File: config.mk
export PLATFORM = sky130hd
export DESIGN_NAME = poc_distance_scale_weights_unit_flat
export DESIGN_NICKNAME = d
export VERILOG_FILES = /design/src/rtl/dsw_pkg.sv /design/src/rtl/dsw_ifs.sv /design/src/rtl/dsw_front.sv /design/src/rtl/dsw_div_stage.sv /design/src/rtl/dsw_scale.sv /design/src/rtl/poc_distance_scale_weights_unit.sv /design/src/flat_wrapper.sv
export SDC_FILE = /design/constraint.sdc
export NUM_CORES = 1
export LEC_CHECK = 0
export ABC_CLOCK_PERIOD_IN_PS = 29300
export BUFFER_PORTS_ARGS = -buffer_cell sky130_fd_sc_hd__clkbuf_2
export CORE_UTILIZATION = 45
export CTS_CLUSTER_SIZE = 16
export DETAILED_ROUTE_END_ITERATION = 8
export PLACE_DENSITY = 0.68
export SETUP_SLACK_MARGIN = 0.05
export SKIP_CTS_REPAIR_TIMING = 1
export SLEW_MARGIN = 20
export SYNTH_ARGS = -nofsm -noshare
export SYNTH_HDL_FRONTEND = slang
export SYNTH_SLANG_ARGS = --single-unit
export TNS_END_PERCENT = 20
File: constraint.sdc
create_clock -name clock -period 29.3 [get_ports clock]
set_input_delay 4.395 -clock clock [delete_from_list [all_inputs] [get_ports clock]]
set_output_delay 4.395 -clock clock [all_outputs]
set_load 0.02 [all_outputs]
File: src/rtl/dsw_pkg.sv
// Package for the distance scale / implicit weight pipeline.
// Shared constants, mode codes and the stage payload structs.
// No dependencies.
package dsw_pkg;

   localparam int POC_W    = 32;
   localparam int DIFF_W   = POC_W + 1;
   localparam int TD_W     = 8;
   localparam int WEIGHT_W = 9;
   localparam int DIST_W   = 11;
   localparam int QUOT_W   = 15;
   localparam int DIV_STEPS  = 5;
   localparam int DIV_STAGES = QUOT_W / DIV_STEPS;
   localparam int TX_W     = QUOT_W + 1;
   localparam int MUL_W    = TX_W + TD_W;
   localparam int PROD_W   = MUL_W + 1;
   localparam int MODE_W   = 2;

   localparam logic [MODE_W-1:0] MODE_EXPLICIT = 2'd1;
   localparam logic [MODE_W-1:0] MODE_IMPLICIT = 2'd2;
   localparam logic [MODE_W-1:0] MODE_RESET    = MODE_IMPLICIT;

   localparam logic [QUOT_W-1:0]         DIVIDEND_BASE = 15'd16384;
   localparam logic signed [WEIGHT_W-1:0] WEIGHT_DEFAULT = 9'sd32;
   localparam logic signed [WEIGHT_W-1:0] WEIGHT_SUM     = 9'sd64;
   localparam logic signed [WEIGHT_W-1:0] W1_MIN         = -9'sd64;
   localparam logic signed [WEIGHT_W-1:0] W1_MAX         = 9'sd128;
   localparam logic signed [DIST_W-1:0]   DIST_MIN       = -11'sd1024;
   localparam logic signed [DIST_W-1:0]   DIST_MAX       = 11'sd1023;
   localparam logic signed [PROD_W-1:0]   ROUND_BIAS     = 25'sd32;

   typedef struct packed {
      logic signed [TD_W-1:0]     tb;
      logic [TD_W-1:0]            td_mag;
      logic                       td_neg;
      logic                       td_zero;
      logic                       lt0;
      logic                       lt1;
      logic signed [WEIGHT_W-1:0] ew0;
      logic signed [WEIGHT_W-1:0] ew1;
   } item_type;

   typedef struct packed {
      item_type           item;
      logic [TD_W-1:0]    rem;
      logic [QUOT_W-1:0]  work;
   } div_type;

endpackage

File: src/rtl/dsw_ifs.sv
// Valid/ready channel interfaces for request and response beats.
// Depends on dsw_pkg for field widths.
interface dsw_req_if;
   logic                                   valid;
   logic                                   ready;
   logic signed [dsw_pkg::POC_W-1:0]       cur_order_count;
   logic signed [dsw_pkg::POC_W-1:0]       ref0_order_count;
   logic signed [dsw_pkg::POC_W-1:0]       ref1_order_count;
   logic                                   ref0_long_term;
   logic                                   ref1_long_term;
   logic signed [dsw_pkg::WEIGHT_W-1:0]    explicit_weight0;
   logic signed [dsw_pkg::WEIGHT_W-1:0]    explicit_weight1;

   modport source (output valid, cur_order_count, ref0_order_count, ref1_order_count,
                   ref0_long_term, ref1_long_term, explicit_weight0, explicit_weight1,
                   input ready);
   modport sink (input valid, cur_order_count, ref0_order_count, ref1_order_count,
                 ref0_long_term, ref1_long_term, explicit_weight0, explicit_weight1,
                 output ready);
endinterface

interface dsw_rsp_if;
   logic                                   valid;
   logic                                   ready;
   logic signed [dsw_pkg::WEIGHT_W-1:0]    weight0;
   logic signed [dsw_pkg::WEIGHT_W-1:0]    weight1;
   logic                                   clear_offsets;
   logic signed [dsw_pkg::DIST_W-1:0]      dist_scale;
   logic                                   dist_scale_valid;

   modport source (output valid, weight0, weight1, clear_offsets, dist_scale,
                   dist_scale_valid, input ready);
   modport sink (input valid, weight0, weight1, clear_offsets, dist_scale,
                 dist_scale_valid, output ready);
endinterface

File: src/rtl/dsw_front.sv
// Input stage: order count differences clipped to tb/td, divider set-up.
// Depends on dsw_pkg and dsw_req_if.
module dsw_front (
   input  logic              clock,
   input  logic              reset,
   dsw_req_if.sink           req,
   output logic              out_valid,
   input  logic              out_ready,
   output dsw_pkg::div_type  out_data
);

   logic                           valid_ff, valid_in;
   dsw_pkg::div_type               data_ff, data_in;
   logic signed [dsw_pkg::DIFF_W-1:0] tb_diff, td_diff;
   logic signed [dsw_pkg::TD_W-1:0]   tb_clip, td_clip;
   logic [dsw_pkg::TD_W-1:0]          td_mag;

   function automatic logic signed [dsw_pkg::TD_W-1:0] clip8(
         input logic signed [dsw_pkg::DIFF_W-1:0] v);
      logic fits;
      fits = (v[dsw_pkg::DIFF_W-1:dsw_pkg::TD_W-1] == '0) ||
             (v[dsw_pkg::DIFF_W-1:dsw_pkg::TD_W-1] == '1);
      if (fits) begin
         clip8 = v[dsw_pkg::TD_W-1:0];
      end else if (v[dsw_pkg::DIFF_W-1]) begin
         clip8 = 8'sh80;
      end else begin
         clip8 = 8'sh7f;
      end
   endfunction

   assign req.ready = !valid_ff || out_ready;

   always_comb begin
      tb_diff = dsw_pkg::DIFF_W'(req.cur_order_count) -
                dsw_pkg::DIFF_W'(req.ref0_order_count);
      td_diff = dsw_pkg::DIFF_W'(req.ref1_order_count) -
                dsw_pkg::DIFF_W'(req.ref0_order_count);
      tb_clip = clip8(tb_diff);
      td_clip = clip8(td_diff);
      td_mag  = td_clip[dsw_pkg::TD_W-1] ? dsw_pkg::TD_W'(-td_clip) : td_clip;

      data_in              = data_ff;
      data_in.item.tb      = tb_clip;
      data_in.item.td_mag  = td_mag;
      data_in.item.td_neg  = td_clip[dsw_pkg::TD_W-1];
      data_in.item.td_zero = (td_clip == '0);
      data_in.item.lt0     = req.ref0_long_term;
      data_in.item.lt1     = req.ref1_long_term;
      data_in.item.ew0     = req.explicit_weight0;
      data_in.item.ew1     = req.explicit_weight1;
      data_in.rem          = '0;
      data_in.work         = dsw_pkg::DIVIDEND_BASE +
                             dsw_pkg::QUOT_W'(td_mag[dsw_pkg::TD_W-1:1]);
      if (!(req.valid && req.ready)) begin
         data_in = data_ff;
      end
      valid_in = req.ready ? req.valid : valid_ff;
   end

   always_ff @(posedge clock) begin
      if (reset) begin
         valid_ff <= 1'b0;
      end else begin
         valid_ff <= valid_in;
      end
      data_ff <= data_in;
   end

   assign out_valid = valid_ff;
   assign out_data  = data_ff;

endmodule

File: src/rtl/dsw_div_stage.sv
// One stage of the restoring divider: a fixed number of quotient bits a beat.
// Depends on dsw_pkg.
module dsw_div_stage (
   input  logic              clock,
   input  logic              reset,
   input  logic              in_valid,
   output logic              in_ready,
   input  dsw_pkg::div_type  in_data,
   output logic              out_valid,
   input  logic              out_ready,
   output dsw_pkg::div_type  out_data
);

   logic                        valid_ff, valid_in;
   dsw_pkg::div_type            data_ff, data_in;
   logic [dsw_pkg::TD_W:0]      trial;
   logic [dsw_pkg::TD_W-1:0]    rem_v;
   logic [dsw_pkg::QUOT_W-1:0]  work_v;

   assign in_ready = !valid_ff || out_ready;

   always_comb begin
      rem_v  = in_data.rem;
      work_v = in_data.work;
      trial  = '0;
      for (int i = 0; i < dsw_pkg::DIV_STEPS; i++) begin
         trial  = {rem_v, work_v[dsw_pkg::QUOT_W-1]};
         work_v = {work_v[dsw_pkg::QUOT_W-2:0], 1'b0};
         if (trial >= {1'b0, in_data.item.td_mag}) begin
            trial     = trial - {1'b0, in_data.item.td_mag};
            work_v[0] = 1'b1;
         end
         rem_v = trial[dsw_pkg::TD_W-1:0];
      end
      data_in = data_ff;
      if (in_valid && in_ready) begin
         data_in.item = in_data.item;
         data_in.rem  = rem_v;
         data_in.work = work_v;
      end
      valid_in = in_ready ? in_valid : valid_ff;
   end

   always_ff @(posedge clock) begin
      if (reset) begin
         valid_ff <= 1'b0;
      end else begin
         valid_ff <= valid_in;
      end
      data_ff <= data_in;
   end

   assign out_valid = valid_ff;
   assign out_data  = data_ff;

endmodule

File: src/rtl/dsw_scale.sv
// Back end: signed multiply by tb, then rounding, clipping and weight select
// into the response register. Depends on dsw_pkg and dsw_rsp_if.
module dsw_scale (
   input  logic                          clock,
   input  logic                          reset,
   input  logic [dsw_pkg::MODE_W-1:0]    mode,
   input  logic                          in_valid,
   output logic                          in_ready,
   input  dsw_pkg::div_type              in_data,
   dsw_rsp_if.source                     rsp
);

   // multiply stage
   logic                                 mul_valid_ff, mul_valid_in, mul_ready;
   logic signed [dsw_pkg::PROD_W-1:0]    prod_ff, prod_in;
   dsw_pkg::item_type                    mitem_ff, mitem_in;
   logic signed [dsw_pkg::TX_W-1:0]      tx;
   logic signed [dsw_pkg::TD_W-1:0]      tb_s;
   logic signed [dsw_pkg::MUL_W-1:0]     mul;

   // response stage
   logic                                 out_valid_ff, out_valid_in;
   logic signed [dsw_pkg::WEIGHT_W-1:0]  w0_ff, w0_in, w1_ff, w1_in;
   logic                                 clr_ff, clr_in;
   logic signed [dsw_pkg::DIST_W-1:0]    dist_ff, dist_in;
   logic                                 dvalid_ff, dvalid_in;
   logic signed [dsw_pkg::PROD_W-7:0]    shifted;
   logic signed [dsw_pkg::DIST_W-1:0]    dist_c;
   logic signed [dsw_pkg::WEIGHT_W-1:0]  iw1;
   logic signed [dsw_pkg::WEIGHT_W:0]    wsum;

   assign mul_ready = !out_valid_ff || rsp.ready;
   assign in_ready  = !mul_valid_ff || mul_ready;

   always_comb begin
      tx = in_data.item.td_neg ? -$signed({1'b0, in_data.work})
                               :  $signed({1'b0, in_data.work});
      tb_s = in_data.item.tb;
      mul  = tx * tb_s;
      prod_in  = prod_ff;
      mitem_in = mitem_ff;
      if (in_valid && in_ready) begin
         prod_in  = dsw_pkg::PROD_W'(mul) + dsw_pkg::ROUND_BIAS;
         mitem_in = in_data.item;
      end
      mul_valid_in = in_ready ? in_valid : mul_valid_ff;
   end

   always_comb begin
      shifted = prod_ff[dsw_pkg::PROD_W-1:6];
      if ((shifted[dsw_pkg::PROD_W-7:dsw_pkg::DIST_W-1] == '0) ||
          (shifted[dsw_pkg::PROD_W-7:dsw_pkg::DIST_W-1] == '1)) begin
         dist_c = shifted[dsw_pkg::DIST_W-1:0];
      end else if (shifted[dsw_pkg::PROD_W-7]) begin
         dist_c = dsw_pkg::DIST_MIN;
      end else begin
         dist_c = dsw_pkg::DIST_MAX;
      end
      if (mitem_ff.td_zero) begin
         dist_c = '0;
      end
      iw1 = dist_c[dsw_pkg::DIST_W-1:2];

      w0_in     = dsw_pkg::WEIGHT_DEFAULT;
      w1_in     = dsw_pkg::WEIGHT_DEFAULT;
      clr_in    = 1'b0;
      if (mode == dsw_pkg::MODE_EXPLICIT) begin
         w0_in = mitem_ff.ew0;
         w1_in = mitem_ff.ew1;
      end else if (mode == dsw_pkg::MODE_IMPLICIT && !mitem_ff.td_zero &&
                   !mitem_ff.lt0 && !mitem_ff.lt1) begin
         if (iw1 < dsw_pkg::W1_MIN || iw1 > dsw_pkg::W1_MAX) begin
            clr_in = 1'b1;
         end else begin
            w0_in = dsw_pkg::WEIGHT_SUM - iw1;
            w1_in = iw1;
         end
      end
      dist_in   = dist_c;
      dvalid_in = !mitem_ff.td_zero;
      if (!(mul_valid_ff && mul_ready)) begin
         w0_in     = w0_ff;
         w1_in     = w1_ff;
         clr_in    = clr_ff;
         dist_in   = dist_ff;
         dvalid_in = dvalid_ff;
      end
      out_valid_in = mul_ready ? mul_valid_ff : out_valid_ff;
   end

   always_ff @(posedge clock) begin
      if (reset) begin
         mul_valid_ff <= 1'b0;
         out_valid_ff <= 1'b0;
      end else begin
         mul_valid_ff <= mul_valid_in;
         out_valid_ff <= out_valid_in;
      end
      prod_ff   <= prod_in;
      mitem_ff  <= mitem_in;
      w0_ff     <= w0_in;
      w1_ff     <= w1_in;
      clr_ff    <= clr_in;
      dist_ff   <= dist_in;
      dvalid_ff <= dvalid_in;
   end

   assign rsp.valid            = out_valid_ff;
   assign rsp.weight0          = w0_ff;
   assign rsp.weight1          = w1_ff;
   assign rsp.clear_offsets    = clr_ff;
   assign rsp.dist_scale       = dist_ff;
   assign rsp.dist_scale_valid = dvalid_ff;

   assign wsum = {w0_ff[dsw_pkg::WEIGHT_W-1], w0_ff} + {w1_ff[dsw_pkg::WEIGHT_W-1], w1_ff};

   a_zero_td : assert property (@(posedge clock) disable iff (reset)
      out_valid_ff && !dvalid_ff |-> dist_ff == '0 && !clr_ff)
      else $error("zero td beat with nonzero scale or cleared offsets");

   a_clear_default : assert property (@(posedge clock) disable iff (reset)
      out_valid_ff && clr_ff |-> w0_ff == dsw_pkg::WEIGHT_DEFAULT &&
                                 w1_ff == dsw_pkg::WEIGHT_DEFAULT)
      else $error("cleared offsets without default weights");

   a_implicit_sum : assert property (@(posedge clock) disable iff (reset)
      out_valid_ff && mode == dsw_pkg::MODE_IMPLICIT |->
         wsum == 10'sd64)
      else $error("implicit weights do not sum to 64");

endmodule

File: src/rtl/poc_distance_scale_weights_unit.sv
// Pipeline from request beat to response beat: clip, three divider stages of
// five quotient bits, multiply, round/clip/weight register.
// Throughput: one beat per cycle while rsp_ch is ready; the divider is fully pipelined.
// Reset (synchronous, active high) empties the pipeline and sets the mode
// register to implicit weighting.
// Depends on dsw_pkg, dsw_ifs, dsw_front, dsw_div_stage and dsw_scale.
module poc_distance_scale_weights_unit (
   input  logic                        clock,
   input  logic                        reset,
   dsw_req_if.sink                     req_ch,
   dsw_rsp_if.source                   rsp_ch,
   input  logic                        csr_we,
   input  logic [dsw_pkg::MODE_W-1:0]  csr_wdata
);

   logic [dsw_pkg::MODE_W-1:0]   mode_ff, mode_in;
   dsw_pkg::div_type             chain_data  [0:dsw_pkg::DIV_STAGES];
   logic                         chain_valid [0:dsw_pkg::DIV_STAGES];
   logic                         chain_ready [0:dsw_pkg::DIV_STAGES];

   assign mode_in = csr_we ? csr_wdata : mode_ff;

   always_ff @(posedge clock) begin
      if (reset) begin
         mode_ff <= dsw_pkg::MODE_RESET;
      end else begin
         mode_ff <= mode_in;
      end
   end

   dsw_front u_front (
      .clock     (clock),
      .reset     (reset),
      .req       (req_ch),
      .out_valid (chain_valid[0]),
      .out_ready (chain_ready[0]),
      .out_data  (chain_data[0])
   );

   for (genvar g = 0; g < dsw_pkg::DIV_STAGES; g++) begin : g_div
      dsw_div_stage u_div (
         .clock     (clock),
         .reset     (reset),
         .in_valid  (chain_valid[g]),
         .in_ready  (chain_ready[g]),
         .in_data   (chain_data[g]),
         .out_valid (chain_valid[g+1]),
         .out_ready (chain_ready[g+1]),
         .out_data  (chain_data[g+1])
      );
   end

   dsw_scale u_scale (
      .clock    (clock),
      .reset    (reset),
      .mode     (mode_ff),
      .in_valid (chain_valid[dsw_pkg::DIV_STAGES]),
      .in_ready (chain_ready[dsw_pkg::DIV_STAGES]),
      .in_data  (chain_data[dsw_pkg::DIV_STAGES]),
      .rsp      (rsp_ch)
   );

endmodule
File: src/flat_wrapper.sv
// flat-port wrapper written by rule: the top's interface ports become plain ports
module poc_distance_scale_weights_unit_flat 
  (clock, reset, csr_we, csr_wdata, req_ch_valid, req_ch_cur_order_count, req_ch_ref0_order_count, req_ch_ref1_order_count, req_ch_ref0_long_term, req_ch_ref1_long_term, req_ch_explicit_weight0, req_ch_explicit_weight1, req_ch_ready, rsp_ch_valid, rsp_ch_weight0, rsp_ch_weight1, rsp_ch_clear_offsets, rsp_ch_dist_scale, rsp_ch_dist_scale_valid, rsp_ch_ready);
  dsw_req_if req_ch_i ();
  dsw_rsp_if rsp_ch_i ();
  input  logic clock;
  input  logic reset;
  input  logic csr_we;
  input  logic [dsw_pkg::MODE_W-1:0] csr_wdata;
  input wire logic [$bits(req_ch_i.valid)-1:0] req_ch_valid;
  input wire logic [$bits(req_ch_i.cur_order_count)-1:0] req_ch_cur_order_count;
  input wire logic [$bits(req_ch_i.ref0_order_count)-1:0] req_ch_ref0_order_count;
  input wire logic [$bits(req_ch_i.ref1_order_count)-1:0] req_ch_ref1_order_count;
  input wire logic [$bits(req_ch_i.ref0_long_term)-1:0] req_ch_ref0_long_term;
  input wire logic [$bits(req_ch_i.ref1_long_term)-1:0] req_ch_ref1_long_term;
  input wire logic [$bits(req_ch_i.explicit_weight0)-1:0] req_ch_explicit_weight0;
  input wire logic [$bits(req_ch_i.explicit_weight1)-1:0] req_ch_explicit_weight1;
  output wire logic [$bits(req_ch_i.ready)-1:0] req_ch_ready;
  output wire logic [$bits(rsp_ch_i.valid)-1:0] rsp_ch_valid;
  output wire logic [$bits(rsp_ch_i.weight0)-1:0] rsp_ch_weight0;
  output wire logic [$bits(rsp_ch_i.weight1)-1:0] rsp_ch_weight1;
  output wire logic [$bits(rsp_ch_i.clear_offsets)-1:0] rsp_ch_clear_offsets;
  output wire logic [$bits(rsp_ch_i.dist_scale)-1:0] rsp_ch_dist_scale;
  output wire logic [$bits(rsp_ch_i.dist_scale_valid)-1:0] rsp_ch_dist_scale_valid;
  input wire logic [$bits(rsp_ch_i.ready)-1:0] rsp_ch_ready;
  assign req_ch_i.valid = req_ch_valid;
  assign req_ch_i.cur_order_count = req_ch_cur_order_count;
  assign req_ch_i.ref0_order_count = req_ch_ref0_order_count;
  assign req_ch_i.ref1_order_count = req_ch_ref1_order_count;
  assign req_ch_i.ref0_long_term = req_ch_ref0_long_term;
  assign req_ch_i.ref1_long_term = req_ch_ref1_long_term;
  assign req_ch_i.explicit_weight0 = req_ch_explicit_weight0;
  assign req_ch_i.explicit_weight1 = req_ch_explicit_weight1;
  assign req_ch_ready = req_ch_i.ready;
  assign rsp_ch_valid = rsp_ch_i.valid;
  assign rsp_ch_weight0 = rsp_ch_i.weight0;
  assign rsp_ch_weight1 = rsp_ch_i.weight1;
  assign rsp_ch_clear_offsets = rsp_ch_i.clear_offsets;
  assign rsp_ch_dist_scale = rsp_ch_i.dist_scale;
  assign rsp_ch_dist_scale_valid = rsp_ch_i.dist_scale_valid;
  assign rsp_ch_i.ready = rsp_ch_ready;
  poc_distance_scale_weights_unit u_core (.clock(clock), .reset(reset), .req_ch(req_ch_i), .rsp_ch(rsp_ch_i), .csr_we(csr_we), .csr_wdata(csr_wdata));
endmodule
==> results of run 1 <==
-- worst paths after layout --
kind                                        endpoint  slack (ps)
hold / removal    u_core.g_div[1].u_div.out_data[31]         410
setup reg to reg   u_core.g_div[2].u_div.out_data[0]       16410
setup / recovery   u_core.g_div[2].u_div.out_data[0]       16410
hold reg to reg   u_core.g_div[1].u_div.out_data[31]         410
-- state kept, by name (all words and copies together) (netlist names), 2 cells and up --
name	cells
u_core.g_div.u_div.out_data	152
u_core.u_scale.rsp.dist_scale	11
u_core.u_scale.prod_ff	19
u_core.g_div.u_div.out_valid	3
u_core.mode_ff	2
u_core.u_scale.mitem_ff	21
u_core.u_front.out_data	38
u_core.u_scale.rsp.weight0	9
u_core.u_scale.rsp.weight1	9
-- stage by stage --
stage | hold slack, ps | instance area [sq um] | setup WS (ps) | utilization
6_report | 411.4 | 25530 | 16410 | 0.5068
5_1_grt | 421.8 | 25530 | 14940 | 0.5068
4_1_cts | 415.8 | 25530 | 16480 | 0.5067
3_5_place_dp | 404.5 | 24580 | 16530 | 0.4879
3_3_place_gp | 401.2 | 24580 | 16890 | 0.4879
2_1_floorplan | 400.3 | 23080 | 18560 | -
-- cell usage after synthesis, types with 46 or more instances --
library cell | instances | area share
mux2_2 | 46 | 0.022
nor2b_1 | 85 | 0.023
ha_1 | 216 | 0.12
inv_1 | 256 | 0.042
a21o_1 | 69 | 0.022
xor2_1 | 46 | 0.017
nor2_1 | 140 | 0.023
xnor2_1 | 89 | 0.034
nand2b_1 | 47 | 0.013
nand2_1 | 165 | 0.027
fa_1 | 114 | 0.099
o21ai_0 | 113 | 0.025
a21oi_1 | 137 | 0.030
edfxtp_1 | 261 | 0.34
-- cell families (layout without fill, tap and decap cells) --
| group | count (synthesis) | in the layout |
|---|---|---|
| xor+xnor | 135 | 135 |
| simple gates | 668 | 668 |
| flops | 269 | 269 |
| buf+inv | 312 | 466 |
| fa+ha+maj | 330 | 330 |
| mux | 63 | 63 |
| compound gates | 537 | 537 |
-- placed cells by master, fill, tap and decap left out, drive strengths merged, types with 19 or more instances in the layout --
master and instances:
edfxtp 261, inv 259, ha 216, clkbuf 182, nand2 166, nor2 141, a21oi 139, o21ai 120
fa 114, xnor2 89, nor2b 85, a21o 69, nand2b 47, xor2 46, mux2 46, and2 45
nor3 39, o21a 36, nand4 26, and3 23, nand3 22, or3 20, o31ai 19
-- critical path, delay by kind of cell (launching register included) --
kind	cells	cell delay, ps
buffers and inverters	5	990
AND/OR/NAND/NOR	12	1980
adder cells (fa/ha/maj)	5	1540
AO/OA/AOI/OAI	34	7610
flip-flops	1	500
-- cell type report --
type | count | area, sq um | share of cell area
clock buffer | 27 | 654.4 | 0.02563
sequential | 269 | 7998 | 0.3133
clock inverter | 19 | 295.3 | 0.01157
inverter | 259 | 972.2 | 0.03808
tap | 672 | 840.8 | 0.03293
multi-input combinational | 1733 | 13950 | 0.5464
timing repair buffer | 161 | 820.8 | 0.03215
-- metal layers --
| metal | routed length, um | part of all wire | track usage | up-vias |
|---|---|---|---|---|
| li1 | - | - | - | 8491 |
| met3 | 2487 | 0.047 | 0.02183 | 82 |
| met4 | 1635 | 0.031 | 0.07005 | 0 |
| met1 | 23750 | 0.45 | 0.2678 | 8323 |
| met2 | 25280 | 0.48 | 0.3459 | 439 |
| met5 | 0 | 0 | 0 | - |
==> metrics.cfg, run 1 <==
[final_layout]
antenna_cells = 0
drive_above_1_share = 0.1248
fillers = 4502
final_nets = 2903
synthToLayoutAreaGrowth_pct = 10.60
final_cell_count_no_fill = 3140

[synth]
ys_warn_count = 0
synth_xor_area_frac = 0.05123
syn_inst = 2314
ys_seq_area_frac = 0.3465
synth_area_sq_um = 23080
synth.avg_cell_area_sq_um = 9.975
yosys-mux-area-fraction = 0.02998
synth_compound_area_frac = 0.1565
synth-seq-cells = 269
syn_nets = 2767
synth_top_family_by_area = adder cells
synth_cell_type_count = 96
synthAdderAreaFrac = 0.2160
synth_edf_count = 261
ys_async_sr_fraction = 0
synthSimpleGateAreaFrac = 0.1484
synthFlopType = edfxtp_1

[placement]
port_buffers = 155
dp_hpwl_mm = 42.32
gp_congestion = 0.9305
place_inst = 3094

[cts]
cts_buffers = 26
root_buffer = clkbuf_16
cts_max_path_buffers = 3
numClockSinks = 269
h-tree-depth = 1
insertion_delay_ps = 550
clk_pin_slew_ps = 70
cts_tree = built

[detailed_routing]
ant_nets = 0
vias = 17335
viasPerCell = 5.521
wl_per_cell_um = 16.93
drtIter0Drc = 850
drcViolationCount = 0
firstDrtPassIters = 6
drt-total-wl_mm = 53.16

[sta]
clock_skew_ps = 12.96
tns_ps = 0
finalSetupViolations = 0
fin_crit_sh = 0.4398
worst_slew_pin_slew_ps = 942.2
hold_violations = 0
fmax_mhz = 77.60
rsz0062_at_grt = no
slew_headroom = 0.3681
period_minus_slack_ps = 12890
slew_viol_final = 0

[setup_path]
startpoint = u_core.g_div[1].u_div.out_data[46]
reg2regPathDepth = 56
critPathLaunchType = register
r2r-start = u_core.g_div[1].u_div.out_data[46]
critPathKind = register to register
cp.arrival_ps = 13160
worstPathMaxFanout = 10
crit_top_cell = o21ai_0
crit_required_ps = 29570
slowest_stage = a311oi_2
crit_path_end_kind = register
critPathMaxStageDelay_ps = 610

[floorplanning]
die_area_sq_um = 52200
core_area_sq_um = 50380
die_x_um = 228.5
rows = 82
io-pin-count = 156
fp.dieH_um = 228.5
initial_core_util = 0.4582

[worst_hold_path]
hp-start = u_core.g_div[0].u_div.out_data[31]
whs_path_depth = 0
hp-class = register to register

[run_status]
status = complete, no violations

[global_routing]
antenna_found_initial = 0
track_usage = 0.2030
grt_pass1_vias = 17381
overflow = 0
grt_pass1_wl_mm = 87.03
grt_start_max_net_pins = 57

[job]
max_cap_viol_count = 0

Power of run 1 is not shown: default switching activity piles up to over one toggle a cycle in this logic, so the estimate is an artifact.
==> run 2: changes to the inputs <==
ABC_CLOCK_PERIOD_IN_PS = 11030   (was 29300)
PLACE_DENSITY = 0.71   (was 0.68)
clock period = 11.03 ns   (was 29.3 ns; I/O delays follow)
==> run 2 against run 1 <==
Global-route usage is 1.2 points higher. Count of clock-buffer cells in the layout is 4 higher. Core utilization is 0.45 points higher. Fmax is 24% higher. Sequential share of layout area is 0.28 points lower.
==> metrics.cfg, run 2 (synthesis results as in run 1) <==
[run_status]
status = complete, no violations

[global_routing]
grt_pass1_wl_mm = 91.55
track_usage = 0.2147
grt_pass1_vias = 17888
antenna_found_initial = 0
grt_start_max_net_pins = 57
overflow = 0

[setup_path]
critPathBufInv = 2
reg2regPathDepth = 46
critPathLaunchType = register
crit_family = compound AO/OA/AOI/OAI gates
critPathKind = register to register
r2r_slack_ps = 670
reg2reg_to = u_core.g_div[0].u_div.out_data[16]
worstPathMaxFanout = 9
r2r-start = u_core.u_front.out_data[49]
cp.arrival_ps = 10670
critPathMaxStageDelay_ps = 410
crit_top_cell = o21ai_0
crit_path_end_kind = register
crit_required_ps = 11340
slowest_stage = edfxtp_1

[cts]
cts_buffers = 27
h-tree-depth = 1
insertion_delay_ps = 560
cts_max_path_buffers = 3
numClockSinks = 269
clk_pin_slew_ps = 60
cts_tree = built
root_buffer = clkbuf_16

[detailed_routing]
highest_layer = met4
route.met3.wl_mm = 2.329
wl_per_cell_um = 17.62
vias = 17586
ant_nets = 0
drcViolationCount = 0
drtIter0Drc = 1107
met2_length_mm = 27.71
firstDrtPassIters = 6
viasPerCell = 5.548
drt-total-wl_mm = 55.87
wl_met1_mm = 24.32

[floorplanning]
die_area_sq_um = 52200
die_x_um = 228.5
io-pin-count = 156
initial_core_util = 0.4582
rows = 82
core_area_sq_um = 50380
fp.dieH_um = 228.5

[final_layout]
drive_above_1_share = 0.1397
final_nets = 2931
antenna_cells = 0
largest_reg_flops = 152
multi_input_area_sq_um = 13990
regArea_sq_um = 7998
fillers = 4502
layout_common_cells = edfxtp_1 (261), inv_1 (252), ha_1 (216), nand2_1 (165), clkbuf_2 (155)
final_common_cell = edfxtp_1
synthToLayoutAreaGrowth_pct = 11.59

[sta]
rsz0062_at_grt = yes
fin_crit_sh = 0.9391
slew_viol_final = 0
clock_skew_ps = 15.30
tns_ps = 0
finalSetupViolations = 0
period_minus_slack_ps = 10360
hold_violations = 0
slew_headroom = 0.3753
worst_slew_pin_slew_ps = 937.1
fmax_mhz = 96.54

[worst_hold_path]
hp-class = register to register
whs_path_depth = 0
hp-start = u_core.u_front.out_data[39]
worstHoldEndpoint = u_core.g_div[0].u_div.out_data[39]

[placement]
dp_hpwl_mm = 44.19
port_buffers = 155
gp_congestion = 0.9227

[job]
max_cap_viol_count = 0

run 2: cell types whose count changed in the layout (fill, tap and decap cells not counted), moves of 3 or more:
cell	previous run	this run
buf_4	6	33
inv_1	256	252
o21ai_0	113	107
inv_6	2	5
o21ai_1	4	10
bufinv_16	7	4
inv_2	1	4
run 2: routing by layer:
metal  up-vias  global-route usage
met1      8501              0.2818
met3        84             0.01759
met4         0             0.06124
li1       8565                   -
met5         -                   0
met2       436              0.3778
run 2: stage by stage:
step | hold WS (ps) | cell area (sq um) | util | setup slack, ps | instances
after global placement | 400.7 | 24700 | 0.4903 | 631.9 | 3110
after detailed placement | 404.5 | 24700 | 0.4903 | 239.1 | 3110
final | 410.7 | 25760 | 0.5113 | 671.7 | 3170
after CTS | 417.4 | 25630 | 0.5088 | 192.4 | 3159
after global routing | 417.5 | 25760 | 0.5113 | -3.445 | 3170
after floorplan | 400.3 | 23080 | - | 286.7 | 2314
run 2: worst max-delay path by stage:
stage | endpoint | slack, ps | cells after the start | startpoint
6_report | u_core.g_div[0].u_div.out_data[16] | 670 | 46 | u_core.u_front.out_data[49]
5_1_grt | u_core.g_div[2].u_div.out_data[0] | -3 | 55 | u_core.g_div[1].u_div.out_data[15]
4_1_cts | u_core.g_div[0].u_div.out_data[16] | 190 | 45 | u_core.u_front.out_data[49]
3_5_place_dp | u_core.g_div[0].u_div.out_data[20] | 240 | 45 | u_core.u_front.out_data[49]
3_3_place_gp | u_core.g_div[0].u_div.out_data[22] | 630 | 45 | u_core.u_front.out_data[49]
2_1_floorplan | u_core.g_div[2].u_div.out_data[0] | 290 | 56 | u_core.g_div[1].u_div.out_data[46]
run 2: final cells by class:
type                            count  share of cell area
Timing Repair Buffer              188             0.03974
Sequential cell                   269              0.3105
Multi-Input combinational cell   1733              0.5430
Clock buffer                       31             0.02759
Clock inverter                     18            0.008598
Inverter                          259             0.03789
Tap cell                          672             0.03264
Power of run 2 is left out for the same reason.
==> run 3: changes to the inputs <==
CORE_ASPECT_RATIO = 1.4   (was not set)
==> run 3 against run 2 <==
The run now ends with design-rule violations left. Cell area fell by 0.40%. Via count fell by 0.23%. First-iteration DRC count is 22% lower. Count of clock-buffer cells in the layout fell by 2. Non-clock buffer count is the same. Die area about the same. Global-route usage decreased by 0.24 points. Cell count decreased by 1.1%. Largest cell class unchanged.
==> metrics.cfg, run 3 (synthesis results as in run 1) <==
[placement]
port_buffers = 155
gp_congestion = 0.9629
dp_hpwl_mm = 44.40

[final_layout]
largest_reg_flops = 152
antenna_cells = 0
drive_above_1_share = 0.1365
fillers = 4500
final_common_cell = edfxtp_1
final_nets = 2929
regArea_sq_um = 7998
synthToLayoutAreaGrowth_pct = 11.14
layout_common_cells = edfxtp_1 (261), inv_1 (255), ha_1 (216), nand2_1 (165), clkbuf_2 (155)
multi_input_area_sq_um = 14020

[setup_path]
critPathKind = register to register
cp.arrival_ps = 10590
crit_required_ps = 11320
reg2reg_to = u_core.g_div[1].u_div.out_data[20]
slowest_stage = edfxtp_1
crit_top_cell = a21oi_1
worstPathMaxFanout = 11
critPathMaxStageDelay_ps = 490
critPathLaunchType = register
reg2regPathDepth = 49
startpoint = u_core.g_div[0].u_div.out_data[46]
r2r_slack_ps = 730
r2r-start = u_core.g_div[0].u_div.out_data[46]
crit_path_end_kind = register
endpoint = u_core.g_div[1].u_div.out_data[20]

[run_status]
status = finished with violations
violations = design-rule violations

[cts]
cts_max_path_buffers = 3
cts_buffers = 25
insertion_delay_ps = 550
clk_pin_slew_ps = 70
h-tree-depth = 1
numClockSinks = 269
root_buffer = clkbuf_16
cts_tree = built

[job]
max_cap_viol_count = 0

[sta]
rsz0062_at_grt = yes
finalSetupViolations = 0
period_minus_slack_ps = 10300
fmax_mhz = 97.08
slew_headroom = 0.3422
worst_slew_pin_slew_ps = 984.6
clock_skew_ps = 15.89
fin_crit_sh = 0.9339
hold_ws_ps = 405.7
hold_violations = 0
slew_viol_final = 0

[detailed_routing]
vias = 17545
drtIter0Drc = 860
viasPerCell = 5.598
drcViolationCount = 4
firstDrtPassIters = 7
ant_nets = 0
wl_per_cell_um = 17.52
drt-total-wl_mm = 54.91

[global_routing]
grt_start_max_net_pins = 57
track_usage = 0.2123
overflow = 0
grt_pass1_wl_mm = 90.08
grt_pass1_vias = 18198
antenna_found_initial = 0

[floorplanning]
rows = 97
core_area_sq_um = 50370
fp.dieH_um = 270.0
initial_core_util = 0.4583
die_x_um = 193.4
die_area_sq_um = 52220
io-pin-count = 156

[worst_hold_path]
hp-class = register to register

[run 3: through the flow]
step           cell area, sq um  setup TNS, ps  utilization  std cells  worst slack (ps)
2_1_floorplan             23080              0            -       2314             286.7
3_3_place_gp              24650              0       0.4893       3079             366.5
3_5_place_dp              24650              0       0.4893       3079             123.1
4_1_cts                   25480              0       0.5059       3121             65.90
5_1_grt                   25650         -27.33       0.5093       3134            -27.33
6_report                  25650              0       0.5093       3134             728.9
[run 3: final cells by class]
type                       instances  share of cell area
multi-input combinational       1733              0.5464
tap                              643             0.03136
inverter                         259             0.03799
clock buffer                      29             0.02497
clock inverter                    13            0.007609
sequential                       269              0.3118
timing repair buffer             188             0.03990
[run 3: worst min-delay path by stage]
stage | depth (start not counted) | end | from | slack (ps)
after floorplan | 0 | u_core.g_div[0].u_div.out_data[23] | u_core.u_front.out_data[23] | 400
after global placement | 0 | u_core.g_div[1].u_div.out_data[57] | u_core.g_div[0].u_div.out_data[57] | 400
after detailed placement | 0 | u_core.g_div[0].u_div.out_data[26] | u_core.u_front.out_data[26] | 400
after CTS | 0 | u_core.g_div[1].u_div.out_data[36] | u_core.g_div[0].u_div.out_data[36] | 410
after global routing | 0 | u_core.g_div[2].u_div.out_data[25] | u_core.g_div[1].u_div.out_data[25] | 420
final | 0 | u_core.g_div[2].u_div.out_data[56] | u_core.g_div[1].u_div.out_data[56] | 410
[run 3: critical path, delay by kind of cell (launching register included)]
kind	cells	cell delay, ps
simple gates	7	910
mux	4	1110
buf+inv	2	380
compound gates	31	5650
fa+ha+maj	5	1510
flops	1	490
[run 3: metal layers]
metal / global-route usage / part of all wire
met2: 0.4065 / 0.54
met4: 0.1076 / 0.048
met5: 0 / 0
met3: 0.01611 / 0.034
met1: 0.2334 / 0.38
Power of run 3 is left out for the same reason.
